### config.mk
export PLATFORM = sky130hd
export DESIGN_NAME = base64_stream_encoder_flat
export DESIGN_NICKNAME = d
export VERILOG_FILES = /design/src/rtl/core/b64_pkg.sv /design/src/rtl/core/b64_if.sv /design/src/rtl/core/b64_front.sv /design/src/rtl/core/b64_fifo.sv /design/src/rtl/core/b64_back.sv /design/src/rtl/core/base64_stream_encoder.sv /design/src/flat_wrapper.sv
export SDC_FILE = /design/constraint.sdc
export NUM_CORES = 1
export LEC_CHECK = 0
export ABC_CLOCK_PERIOD_IN_PS = 7100
export BUFFER_PORTS_ARGS = -buffer_cell sky130_fd_sc_hd__buf_2
export CORE_UTILIZATION = 50
export DETAILED_ROUTE_END_ITERATION = 7
export PLACE_DENSITY_LB_ADDON = 0.12
export SYNTH_ARGS = -nofsm -noshare
export SYNTH_HDL_FRONTEND = slang
export SYNTH_SLANG_ARGS = --single-unit
### constraint.sdc
create_clock -name clk -period 7.1 [get_ports clk]
set_input_delay 0.71 -clock clk [delete_from_list [all_inputs] [get_ports clk]]
set_output_delay 0.71 -clock clk [all_outputs]
set_load 0.02 [all_outputs]
### src/rtl/core/b64_pkg.sv
package b64_pkg;

  localparam int GROUPS_PER_LINE = 19;
  localparam int LINE_W = $clog2(GROUPS_PER_LINE + 1);
  localparam logic [LINE_W-1:0] LINE_RELOAD = LINE_W'(GROUPS_PER_LINE);

  localparam int FIFO_DEPTH = 4;
  localparam int FIFO_AW = $clog2(FIFO_DEPTH);

  localparam logic [7:0] CHAR_CR  = 8'h0D;
  localparam logic [7:0] CHAR_LF  = 8'h0A;
  localparam logic [7:0] CHAR_PAD = 8'h3D;

  typedef enum logic [1:0] {
    REG_PADDING   = 2'd0,
    REG_WRAP      = 2'd1,
    REG_CRLF      = 2'd2,
    REG_ALT_ALPHA = 2'd3
  } cfg_idx_t;

  typedef struct packed {
    logic padding_enable;
    logic wrap_enable;
    logic crlf_enable;
    logic alt_alpha_enable;
  } cfg_t;

  // one completed group, as handed from the front to the back
  typedef struct packed {
    logic [23:0] bytes;     // b1 in 23:16, b2 in 15:8, b3 in 7:0
    logic [1:0]  count;     // 1..3 data bytes
    logic        line_brk;  // group fills a line
    logic        final_brk; // end of message with wrap on
  } job_t;

  function automatic logic [7:0] sym(input logic [5:0] idx, input logic url);
    logic [7:0] c;
    if (idx < 6'd26)      c = 8'h41 + {2'b00, idx};
    else if (idx < 6'd52) c = 8'h61 + {2'b00, idx - 6'd26};
    else if (idx < 6'd62) c = 8'h30 + {2'b00, idx - 6'd52};
    else if (idx == 6'd62) c = url ? 8'h2D : 8'h2B;
    else                   c = url ? 8'h5F : 8'h2F;
    return c;
  endfunction

endpackage

### src/rtl/core/b64_if.sv
interface b64_in_if;
  logic       valid;
  logic       ready;
  logic [7:0] data_byte;
  logic       last_byte;
  modport source (output valid, data_byte, last_byte, input ready);
  modport sink   (input valid, data_byte, last_byte, output ready);
endinterface

interface b64_out_if;
  logic       valid;
  logic       ready;
  logic [7:0] out_char;
  logic       last_char;
  modport source (output valid, out_char, last_char, input ready);
  modport sink   (input valid, out_char, last_char, output ready);
endinterface

interface b64_cfg_if;
  logic       valid;
  logic       ready;
  logic [7:0] index;
  logic [7:0] data;
  modport source (output valid, index, data, input ready);
  modport sink   (input valid, index, data, output ready);
endinterface

### src/rtl/core/b64_front.sv
module b64_front (
  input  logic          clk,
  input  logic          rst,
  b64_in_if.sink        bytes,
  input  b64_pkg::cfg_t cfg,
  input  logic          full,
  output logic          push,
  output b64_pkg::job_t push_job
);
  import b64_pkg::*;

  logic [1:0]        phase;
  logic [7:0]        p1;
  logic [7:0]        p2;
  logic [LINE_W-1:0] groups_left;
  logic              accept;
  logic              line_full;

  assign bytes.ready = !full;
  assign accept = bytes.valid && bytes.ready;
  assign line_full = cfg.wrap_enable && (groups_left <= LINE_W'(1));

  always_comb begin
    push_job.line_brk  = line_full;
    push_job.final_brk = bytes.last_byte && cfg.wrap_enable;
    unique case (phase)
      2'd0: begin
        push_job.bytes = {bytes.data_byte, 16'h0000};
        push_job.count = 2'd1;
      end
      2'd1: begin
        push_job.bytes = {p1, bytes.data_byte, 8'h00};
        push_job.count = 2'd2;
      end
      default: begin
        push_job.bytes = {p1, p2, bytes.data_byte};
        push_job.count = 2'd3;
      end
    endcase
    push = accept && (bytes.last_byte || phase == 2'd2);
  end

  always_ff @(posedge clk) begin
    if (rst) begin
      phase       <= 2'd0;
      groups_left <= LINE_RELOAD;
    end else if (accept) begin
      if (push) begin
        phase <= 2'd0;
        if (bytes.last_byte || line_full) groups_left <= LINE_RELOAD;
        else if (cfg.wrap_enable)         groups_left <= groups_left - LINE_W'(1);
      end else begin
        phase <= phase + 2'd1;
      end
    end
  end

  always_ff @(posedge clk) begin
    if (accept && phase == 2'd0) p1 <= bytes.data_byte;
    if (accept && phase == 2'd1) p2 <= bytes.data_byte;
  end

endmodule

### src/rtl/core/b64_fifo.sv
module b64_fifo (
  input  logic          clk,
  input  logic          rst,
  input  logic          push,
  input  b64_pkg::job_t push_job,
  output logic          full,
  input  logic          pop,
  output b64_pkg::job_t head,
  output logic          empty
);
  import b64_pkg::*;

  job_t               entries [FIFO_DEPTH];
  logic [FIFO_AW-1:0] wr_ptr;
  logic [FIFO_AW-1:0] rd_ptr;
  logic [FIFO_AW:0]   fill;

  assign full  = (fill == (FIFO_AW+1)'(FIFO_DEPTH));
  assign empty = (fill == '0);
  assign head  = entries[rd_ptr];

  always_ff @(posedge clk) begin
    if (rst) begin
      wr_ptr <= '0;
      rd_ptr <= '0;
      fill   <= '0;
    end else begin
      if (push) wr_ptr <= wr_ptr + FIFO_AW'(1);
      if (pop)  rd_ptr <= rd_ptr + FIFO_AW'(1);
      if (push && !pop)      fill <= fill + (FIFO_AW+1)'(1);
      else if (pop && !push) fill <= fill - (FIFO_AW+1)'(1);
    end
  end

  always_ff @(posedge clk) begin
    if (push) entries[wr_ptr] <= push_job;
  end

endmodule

### src/rtl/core/b64_back.sv
module b64_back (
  input  logic          clk,
  input  logic          rst,
  input  b64_pkg::job_t head,
  input  logic          empty,
  input  b64_pkg::cfg_t cfg,
  output logic          pop,
  b64_out_if.source     chars
);
  import b64_pkg::*;

  logic [2:0] idx;
  logic [2:0] ndata;
  logic [1:0] blen;
  logic [3:0] total;
  logic [2:0] r;
  logic [2:0] r2;
  logic [5:0] sextet;
  logic [7:0] cur_char;
  logic       is_last;
  logic       fire;

  // character list of the head group: data, padding, line break, final break
  always_comb begin
    ndata = cfg.padding_enable ? 3'd4 : {1'b0, head.count} + 3'd1;
    blen  = cfg.crlf_enable ? 2'd2 : 2'd1;
    total = {1'b0, ndata}
          + (head.line_brk  ? {2'b00, blen} : 4'd0)
          + (head.final_brk ? {2'b00, blen} : 4'd0);
    is_last = ({1'b0, idx} == total - 4'd1);

    unique case (idx[1:0])
      2'd0: sextet = head.bytes[23:18];
      2'd1: sextet = head.bytes[17:12];
      2'd2: sextet = head.bytes[11:6];
      default: sextet = head.bytes[5:0];
    endcase

    r  = idx - ndata;
    r2 = r;
    if (head.line_brk && r >= {1'b0, blen}) r2 = r - {1'b0, blen};

    if (idx < ndata) begin
      if (idx[1:0] > head.count) cur_char = CHAR_PAD;
      else                       cur_char = sym(sextet, cfg.alt_alpha_enable);
    end else begin
      cur_char = (cfg.crlf_enable && r2 == 3'd0) ? CHAR_CR : CHAR_LF;
    end
  end

  assign fire = !empty && (!chars.valid || chars.ready);
  assign pop  = fire && is_last;

  always_ff @(posedge clk) begin
    if (rst) begin
      chars.valid <= 1'b0;
      idx         <= 3'd0;
    end else if (fire) begin
      chars.valid <= 1'b1;
      idx         <= is_last ? 3'd0 : idx + 3'd1;
    end else if (chars.ready) begin
      chars.valid <= 1'b0;
    end
  end

  always_ff @(posedge clk) begin
    if (fire) begin
      chars.out_char  <= cur_char;
      chars.last_char <= is_last;
    end
  end

endmodule

### src/rtl/core/base64_stream_encoder.sv
// Streaming Base64 encoder. Bytes enter on "bytes", one per cycle while the four-group
// queue has room; characters leave on "chars" at one per cycle from a registered output
// while the receiver is ready. A group of three bytes becomes four characters, plus the
// line break characters, so the character sequencer in the back end limits the
// sustained byte rate. last_char marks the final character of each group of up to three
// input bytes. Configuration writes (index 0 padding, 1 wrap, 2 CR LF, 3 URL-safe, bit 0
// of data) are always ready and should be made while idle.
module base64_stream_encoder (
  input logic    clk,
  input logic    rst,
  b64_in_if.sink bytes,
  b64_out_if.source chars,
  b64_cfg_if.sink   cfg
);
  import b64_pkg::*;

  cfg_t cfg_reg;
  job_t push_job;
  job_t head;
  logic push;
  logic full;
  logic pop;
  logic empty;

  assign cfg.ready = 1'b1;

  always_ff @(posedge clk) begin
    if (rst) begin
      cfg_reg.padding_enable   <= 1'b1;
      cfg_reg.wrap_enable      <= 1'b1;
      cfg_reg.crlf_enable      <= 1'b0;
      cfg_reg.alt_alpha_enable <= 1'b0;
    end else if (cfg.valid && cfg.ready && cfg.index[7:2] == 6'd0) begin
      unique case (cfg_idx_t'(cfg.index[1:0]))
        REG_PADDING:   cfg_reg.padding_enable   <= cfg.data[0];
        REG_WRAP:      cfg_reg.wrap_enable      <= cfg.data[0];
        REG_CRLF:      cfg_reg.crlf_enable      <= cfg.data[0];
        REG_ALT_ALPHA: cfg_reg.alt_alpha_enable <= cfg.data[0];
      endcase
    end
  end

  b64_front u_front (
    .clk      (clk),
    .rst      (rst),
    .bytes    (bytes),
    .cfg      (cfg_reg),
    .full     (full),
    .push     (push),
    .push_job (push_job)
  );

  b64_fifo u_fifo (
    .clk      (clk),
    .rst      (rst),
    .push     (push),
    .push_job (push_job),
    .full     (full),
    .pop      (pop),
    .head     (head),
    .empty    (empty)
  );

  b64_back u_back (
    .clk   (clk),
    .rst   (rst),
    .head  (head),
    .empty (empty),
    .cfg   (cfg_reg),
    .pop   (pop),
    .chars (chars)
  );

endmodule

### src/flat_wrapper.sv
// flat-port wrapper written by rule: the top's interface ports become plain ports
module base64_stream_encoder_flat import b64_pkg::*;
  (clk, rst, bytes_valid, bytes_data_byte, bytes_last_byte, bytes_ready, chars_valid, chars_out_char, chars_last_char, chars_ready, cfg_valid, cfg_index, cfg_data, cfg_ready);
  b64_in_if bytes_i ();
  b64_out_if chars_i ();
  b64_cfg_if cfg_i ();
  input logic clk;
  input logic rst;
  input wire logic [$bits(bytes_i.valid)-1:0] bytes_valid;
  input wire logic [$bits(bytes_i.data_byte)-1:0] bytes_data_byte;
  input wire logic [$bits(bytes_i.last_byte)-1:0] bytes_last_byte;
  output wire logic [$bits(bytes_i.ready)-1:0] bytes_ready;
  output wire logic [$bits(chars_i.valid)-1:0] chars_valid;
  output wire logic [$bits(chars_i.out_char)-1:0] chars_out_char;
  output wire logic [$bits(chars_i.last_char)-1:0] chars_last_char;
  input wire logic [$bits(chars_i.ready)-1:0] chars_ready;
  input wire logic [$bits(cfg_i.valid)-1:0] cfg_valid;
  input wire logic [$bits(cfg_i.index)-1:0] cfg_index;
  input wire logic [$bits(cfg_i.data)-1:0] cfg_data;
  output wire logic [$bits(cfg_i.ready)-1:0] cfg_ready;
  assign bytes_i.valid = bytes_valid;
  assign bytes_i.data_byte = bytes_data_byte;
  assign bytes_i.last_byte = bytes_last_byte;
  assign bytes_ready = bytes_i.ready;
  assign chars_valid = chars_i.valid;
  assign chars_out_char = chars_i.out_char;
  assign chars_last_char = chars_i.last_char;
  assign chars_i.ready = chars_ready;
  assign cfg_i.valid = cfg_valid;
  assign cfg_i.index = cfg_index;
  assign cfg_i.data = cfg_data;
  assign cfg_ready = cfg_i.ready;
  base64_stream_encoder u_core (.clk(clk), .rst(rst), .bytes(bytes_i), .chars(chars_i), .cfg(cfg_i));
endmodule
==> After elaboration in Yosys (flattened, before gate mapping) <==
Memory sizes are Yosys's and may differ from the RTL's. A register that Yosys moved wholly into a read port is not among the register bits.
Index checks and enable logic that the tools add are counted.
{ "totals": {"wordCells": 114, "romBits": 0, "latch_bits": 0, "mem_bits_rw": 112, "ff_bits": 47, "mem_count": 1} }
{ "memory_table": {"columns": ["memory", "words", "word_bits", "rd", "rd_clocked_by_memory_dff", "wr", "line", "text"], "rows": [
  ["u_core.u_fifo.entries", 4, 28, 1, 1, 1, "b64_fifo.sv:13", "job_t entries [FIFO_DEPTH];"]
]} }
{ "op_classes": {"eq_ne": 10, "muxes": 28, "n_addsub": 18, "n_shift": 0, "reduce_logical": 35, "magnitude_cmp": 7, "mul": 0, "bitwise": 0, "n_div": 0} }
{ "op_table": {"columns": ["op", "n"], "rows": [
  ["26-bit one-hot mux with 2 select lines", 1],
  ["8-bit 2-to-1 mux", 4],
  ["3-bit 2-to-1 mux", 7],
  ["7-bit 2-to-1 mux", 3],
  ["6-bit one-hot mux with 3 select lines", 1],
  ["7-bit by 6-bit adder with 8-bit output (first input constant)", 2],
  ["1-bit logical AND", 13],
  ["6-bit less-than comparator (second input constant)", 2],
  ["2-bit 2-to-1 mux", 6],
  ["5-bit 2-to-1 mux", 2],
  ["2-bit equality test (second input constant)", 4],
  ["2-bit AND reduction", 4],
  ["6-bit by 6-bit adder with 7-bit output (first input constant)", 1],
  ["2-bit by 1-bit adder with 2-bit output (second input constant)", 3],
  ["3-bit by 1-bit adder with 3-bit output (second input constant)", 2],
  ["2-bit by 1-bit equality test with 1-bit output (second input constant)", 3],
  ["6-bit equality test (second input constant)", 1],
  ["2-bit logical NOT", 3],
  ["3-bit logical NOT", 2],
  ["6-bit logical NOT", 1],
  ["6-bit by 5-bit less-than comparator with 1-bit output (second input constant)", 1],
  ["2-bit nonzero test", 3],
  ["6-bit by 5-bit subtractor with 6-bit output (second input constant)", 1],
  ["6-bit subtractor (second input constant)", 1],
  ["other kinds (18)", 27]
]} }

==> Longest topological paths before layout <==
Gate-level depths: netlist of run 1.
{ "logic_depth": {"depth_word": 10, "depth_mapped": 19} }

==> Cells and area by module <==
Synthesis of run 1 repeated with hierarchy kept, for this count alone.
{ "unflattened": {"hier_cells": 529, "hier_area_um2": 7657.3} }
{ "by_module_without_submodules": {"columns": ["module", "area_per_inst_um2", "seq_area_each_um2", "cells_each", "instances"], "rows": [
  ["b64_fifo", 4519.3, 3543.4, 190, 1],
  ["b64_back", 1702.9, 350.3, 200, 1],
  ["b64_front", 1211.2, 620.6, 116, 1],
  ["base64_stream_encoder", 224.0, 80.1, 23, 1]
]} }

==> Worst setup path before layout of run 1 <==
No wires, ideal clock.
{ "synth_timing": {"path_kind": "register to register", "from": "register (tool-made name)", "to": "register u_core.u_fifo.fill[2]", "t_required_ns": 7.030, "arrival_time_ns": 4.560, "setup_slack_ns": 2.470, "setup_time_ns": 0.070, "path_buffers": 2, "path_stages_with_launch": 20, "path_cell_list": "dfxtp_1 > buf_4 > buf_4 > mux4_2 > ha_1 > nand2b_1 > fa_1 > inv_1 > ha_1 > inv_1 > fa_1 > xnor2_1 > nor4_1 > nand2_1 > ha_1 > inv_1 > fa_1 > xor2_1 > or3_1 > a21oi_1"} }
{ "synth_lines": {"columns": ["item", "line", "text"], "rows": [
  ["end signal: assignment", "b64_fifo.sv:30", "if (push && !pop) fill <= fill + (FIFO_AW+1)'(1);"],
  ["end signal: assignment", "b64_fifo.sv:31", "else if (pop && !push) fill <= fill - (FIFO_AW+1)'(1);"],
  ["end: declaration", "b64_fifo.sv:16", "logic [FIFO_AW:0] fill;"]
]} }

==> results.yml, run 1 <==
yosys:
  yosysWarnings: 0
  synth_xor_area_frac: 0.02966
  async_flop_share: 0
  synth_simple_gate_area_share: 0.08946
  synth-main-ff-cell: "edfxtp_1"
  synth_area_sq_um: 7636
  synthAdderAreaFrac: 0.07701
  synth_compound_area_frac: 0.07947
  synth_top_family_by_area: "multiplexers"
  synthDistinctLibCells: 63
  synth_mux_area_frac: 0.09356
  syn_avg_cell_area_sq_um: 14.33
  synth_sequential_area_ratio: 0.6017
  synthTopCellsByArea: "edfxtp_1 54%, ha_1 6.4%, dfxtp_1 6.3%, mux4_2 4.4%, mux2_2 3.7%"
  synth_nets: 607
  synth_edf_count: 137
  yosysTopAreaCell: "edfxtp_1"
  ys_ff_latch: 161
  syn_inst: 533
  synth_top_area_share: 0.5388
routing:
  route.met2.wl_microns: 7106
  drcViolationCount: 3
  vias_per_cell: 5.746
  first_pass_iters: 8
  routed_wl_microns: 14600
  wl_per_cell_microns: 18.98
  detail_route.iter0.violations: 271
  postRouteAntennaNets: 0
  wl_met3_microns: 482
  wl_met1_microns: 6839
  num_vias: 4419
  dr.max_layer_used: "met4"
outcome:
  status: "finished with violations"
  violations: "DRC"
grt:
  grt_pass1_vias: 4414
  antenna_found_initial: 0
  overflow: 0
  grt_usage: 0.1962
  grt_pass1_wl_microns: 23300
  grt_max_degree: 33
worst_hold_path:
  min_from: "u_core.u_back.chars.valid"
  min_path_type: "reg2reg"
  whs_endpoint: "u_core.u_back.chars.valid"
  whs_path_depth: 2
placed_design:
  dpl_cell_area_sq_um: 7953
  port_buffers: 33
  dpl.hpwl_microns: 9977
  dp_cells: 737
  globalplace.congestion: 0.8008
worst_setup_path:
  r2r_setup_slack_ps: 1840
  r2r_end: "u_core.u_fifo.fill[2]"
  arrival_ps: 5610
  critical_path_class: "reg2reg"
  reg2reg_depth: 19
  endpoint_kind: "flip-flop"
  crit_path_max_fanout: 12
  required_ps: 7450
  cp-start-kind: "flip-flop"
floorplanning:
  core_area_sq_um: 14700
  row_count: 44
  die_area_sq_um: 15770
  io_pins: 42
  start_util: 0.5195
  die_w_microns: 125.6
  die_h_microns: 125.6
clock_tree:
  postCtsSetupRepairBufs: 0
  clk_pin_slew_ps: 60
  numClockSinks: 161
  clockBufferDepth: 2
  htree_levels: 4
  hold_buffers: 0
  cts_root_buf: "clkbuf_16"
  clk_latency_ps: 430
  cts_tree: "built"
  cts_resized: 0
  cts_buffers: 17
pwr:
  p_sw_mw: 1.053
  power_frac_seq: 0.384
  p_per_area_nw_per_um2: 374.2
  combPwrFrac: 0.319
  leakage_nw: 3.099
  ir_drop_mv: 0.1853
  swShare: 0.3280
  finalPower_mw: 3.210
  clockPowerShare: 0.296
  p_int_mw: 2.157
final_layout:
  fin_cells: 769
  diodes: 0
  largest_reg_flops: 112
  n_fill_cell: 1157
  mostFrequentLayoutCells: "137 x edfxtp_1, 39 x ha_1, 35 x nor2_1"
  largest_register: "u_core.u_fifo.entries"
  finalNetCount: 646
  area_growth_pct: 12.35
  final_common_cell: "edfxtp_1"
  final_area_sq_um: 8579
  drive_gt1_frac: 0.2103
sta:
  relSlewSlack: 0.3557
  setup_viol: 0
  hold_viol: 0
  fin_worst_skew_ps: 18.79
  fmax_ghz: 0.1902
  tightest_slew_ps: 962.9
  holdWs_ps: 502.6
  rsz0062_at_grt: "false"
  timing.setup.tns_ps: 0
  timing.final.crit_share: 0.7407
  slew_viol_final: 0
  period_needed_ps: 5259
run:
  drv_cap: 0
## metrics by stage
step / setup slack, ps / utilization
6_report: 1841 / 0.5837
4_1_cts: 1800 / 0.5837
2_1_floorplan: 2470 / -
3_5_place_dp: 1809 / 0.5410
3_3_place_gp: 1897 / 0.5410
5_1_grt: 1523 / 0.5837
## power groups by stage
| stage | Sequential, mW | Clock (mW) | Combinational (mW) |
|---|---|---|---|
| CTS | 1.24 | 0.969 | 1.02 |
| finish | 1.23 | 0.952 | 1.02 |
| global route | 1.24 | 1.00 | 1.13 |
| detailed placement | 1.26 | 0 | 1.01 |
| global placement | 1.25 | 0 | 0.990 |
| floorplan | 1.28 | 0 | 0.741 |
## routing by layer
| metal | vias up | track usage |
|---|---|---|
| li1 | 2084 | - |
| met1 | 2227 | 0.2636 |
| met2 | 95 | 0.3176 |
| met3 | 13 | 0.04322 |
| met4 | 0 | 0.06385 |
| met5 | - | 0 |
## cells in the mapped netlist, types with 4 or more instances
master	number
nor4_1	5
mux4_2	15
nor2b_1	7
a22oi_1	4
xnor2_1	16
mux2i_1	8
a22o_1	16
fa_1	5
inv_1	29
and2_1	17
nor2_1	35
buf_6	4
nor3_1	6
nand2b_1	7
xor2_1	8
mux2_2	25
clkbuf_1	7
ha_1	39
a31oi_1	5
a222oi_1	6
dfxtp_1	24
buf_4	4
nand2_1	23
o21ai_0	11
a21oi_1	18
edfxtp_1	137
## final cells by class
cell class | instances | area, sq um | share of cell area
Clock buffer | 17 | 425.4 | 0.04958
Clock inverter | 15 | 201.4 | 0.02348
Inverter | 30 | 112.6 | 0.01313
Multi-Input combinational cell | 326 | 2828 | 0.3296
Sequential cell | 161 | 4594 | 0.5355
Tap cell | 184 | 230.2 | 0.02683
Timing Repair Buffer | 36 | 187.7 | 0.02188
## cell families after synthesis
logic type,count (synthesis)
AO/OA/AOI/OAI,83
XOR/XNOR,25
adder cells (fa/ha/maj),44
buffers and inverters,46
flip-flops,161
multiplexers,49
other,1
AND/OR/NAND/NOR,124
## worst max-delay path: stages (launching register included)
cell and delay, ps:
dfxtp_1 650, buf_4 360, mux4_2 580, ha_1 300, nand2b_1 150, fa_1 560, inv_1 50, ha_1 190
inv_1 60, fa_1 430, xnor2_1 140, nor4_1 60, buf_4 150, nand2_1 130, ha_1 220, inv_1 70
fa_1 430, xor2_1 180, or3_1 320, a21oi_1 150
## worst max-delay path by stage
| stage | startpoint | slack [ps] | end |
|---|---|---|---|
| global route | flip-flop | 1520 | u_core.u_fifo.fill[2] |
| finish | flip-flop | 1840 | u_core.u_fifo.fill[2] |
| detailed placement | flip-flop | 1810 | u_core.u_fifo.fill[2] |
| floorplan | flip-flop | 2470 | u_core.u_fifo.fill[2] |
| CTS | flip-flop | 1800 | u_core.u_fifo.fill[2] |
| global placement | flip-flop | 1900 | u_core.u_fifo.fill[2] |
Power figures use the tool's default switching activity.
==> run 2: changes to the inputs <==
- ABC_CLOCK_PERIOD_IN_PS: 7100 -> 4800
- clock period: 7.1 -> 4.8 ns (I/O delays scaled with it)
==> results.yml, run 2 (synthesized netlist as in run 1, its figures left out) <==
routing:
  postRouteAntennaNets: 0
  detail_route.iter0.violations: 280
  wl_per_cell_microns: 19.75
  routed_wl_microns: 15260
  num_vias: 4450
  first_pass_iters: 7
  vias_per_cell: 5.757
  drcViolationCount: 3
placed_design:
  dpl.hpwl_microns: 10100
  globalplace.congestion: 0.7941
  port_buffers: 33
  dpl_cell_area_sq_um: 7983
  dp_cells: 741
outcome:
  status: "finished with violations"
  violations: "DRC"
final_layout:
  final_common_cell: "edfxtp_1"
  largest_register: "u_core.u_fifo.entries"
  drive_gt1_frac: 0.2139
  mostFrequentLayoutCells: "137 x edfxtp_1, 39 x ha_1, 35 x nor2_1"
  largest_reg_flops: 112
  fin_cells: 773
  n_fill_cell: 1138
  finalNetCount: 650
  area_growth_pct: 12.42
  final_area_sq_um: 8584
  diodes: 0
floorplanning:
  die_w_microns: 125.6
  io_pins: 42
  core_area_sq_um: 14700
  die_h_microns: 125.6
  row_count: 44
  die_area_sq_um: 15770
  start_util: 0.5195
worst_setup_path:
  crit_path_max_fanout: 6
  cp-start-kind: "flip-flop"
  critical_path_class: "reg2reg"
  required_ps: 5160
  arrival_ps: 4910
  endpoint_kind: "flip-flop"
clock_tree:
  cts_root_buf: "clkbuf_16"
  cts_buffers: 17
  clockBufferDepth: 2
  postCtsSetupRepairBufs: 0
  numClockSinks: 161
  htree_levels: 4
  clk_pin_slew_ps: 60
  cts_tree: "built"
  clk_latency_ps: 430
sta:
  rsz0062_at_grt: "false"
  slew_viol_final: 0
  timing.setup.tns_ps: 0
  timing.final.crit_share: 0.9469
  fmax_ghz: 0.2200
  relSlewSlack: 0.3042
  setup_viol: 0
  period_needed_ps: 4545
  tightest_slew_ps: 1040
  fin_worst_skew_ps: 9.376
  hold_viol: 0
grt:
  grt_usage: 0.2106
  antenna_found_initial: 0
  grt_pass1_vias: 4586
  overflow: 0
  grt_max_degree: 32
  grt_pass1_wl_microns: 24500
worst_hold_path:
  min_path_type: "in2reg"
pwr:
  p_per_area_nw_per_um2: 551.3
  leakage_nw: 3.118
  ir_drop_mv: 0.2570
run:
  drv_cap: 0
run 2: final timing paths:
path | start | end | slack (ps) | depth (start not counted)
worst min-delay path | bytes_data_byte[4] | u_core.u_front.p1[4] | 300 | 1
worst min register to register | u_core.u_back.chars.valid | u_core.u_back.chars.valid | 510 | 2
worst max register to register | flip-flop | u_core.u_fifo.fill[2] | 250 | 17
worst max-delay path | flip-flop | u_core.u_fifo.fill[2] | 250 | 17
run 2: per-layer routing:
metal	part of all wire	vias to the layer above	track usage
met5	0	-	0
met4	0.019	0	0.09254
met3	0.039	23	0.04792
met2	0.49	101	0.3386
met1	0.46	2228	0.2746
li1	-	2098	-
run 2: where the power goes:
part	switching (mW)	internal [mW]	total [mW]
logic	0.942	0.607	1.55
clock network	0.542	0.817	1.36
registers	0.0597	1.76	1.82
total	1.54	3.19	4.73
run 2: final cells by class:
cell class | count | area (sq um) | area share
clock inverters | 13 | 157.7 | 0.01836
clock buffers | 19 | 432.9 | 0.05043
flip-flops and latches | 161 | 4598 | 0.5356
multi-input cells | 326 | 2835 | 0.3303
repair buffers | 40 | 217.7 | 0.02536
well taps | 184 | 230.2 | 0.02682
inverters | 30 | 112.6 | 0.01312
run 2: metrics by stage:
step | total power, mW | util | worst slack, ps | hold WS (ps)
final | 4.733 | 0.5840 | 254.9 | 302.1
after global routing | 4.979 | 0.5840 | 23.90 | 290.5
after CTS | 4.751 | 0.5832 | 20.98 | 279.7
after detailed placement | 3.390 | 0.5431 | 67.36 | 498.5
after global placement | 3.346 | 0.5431 | 231.0 | 481.9
after floorplan | 2.991 | - | 169.6 | 465.1
run 2: timing repair:
item,CTS,global route
resized for setup,0,3
setup endpoints to repair,0,2
hold buffers,0,0
run 2: worst max-delay path, stage by stage, from the launching register on:
cell	delay (ps)
dfxtp_4	400
mux4_2	560
ha_1	350
nand2b_4	80
fa_1	530
inv_1	50
ha_1	200
inv_1	70
fa_1	420
xnor2_1	180
nor4_1	80
nand2_1	140
ha_1	220
inv_1	70
fa_1	430
xor2_1	180
or3_1	320
a21oi_1	150
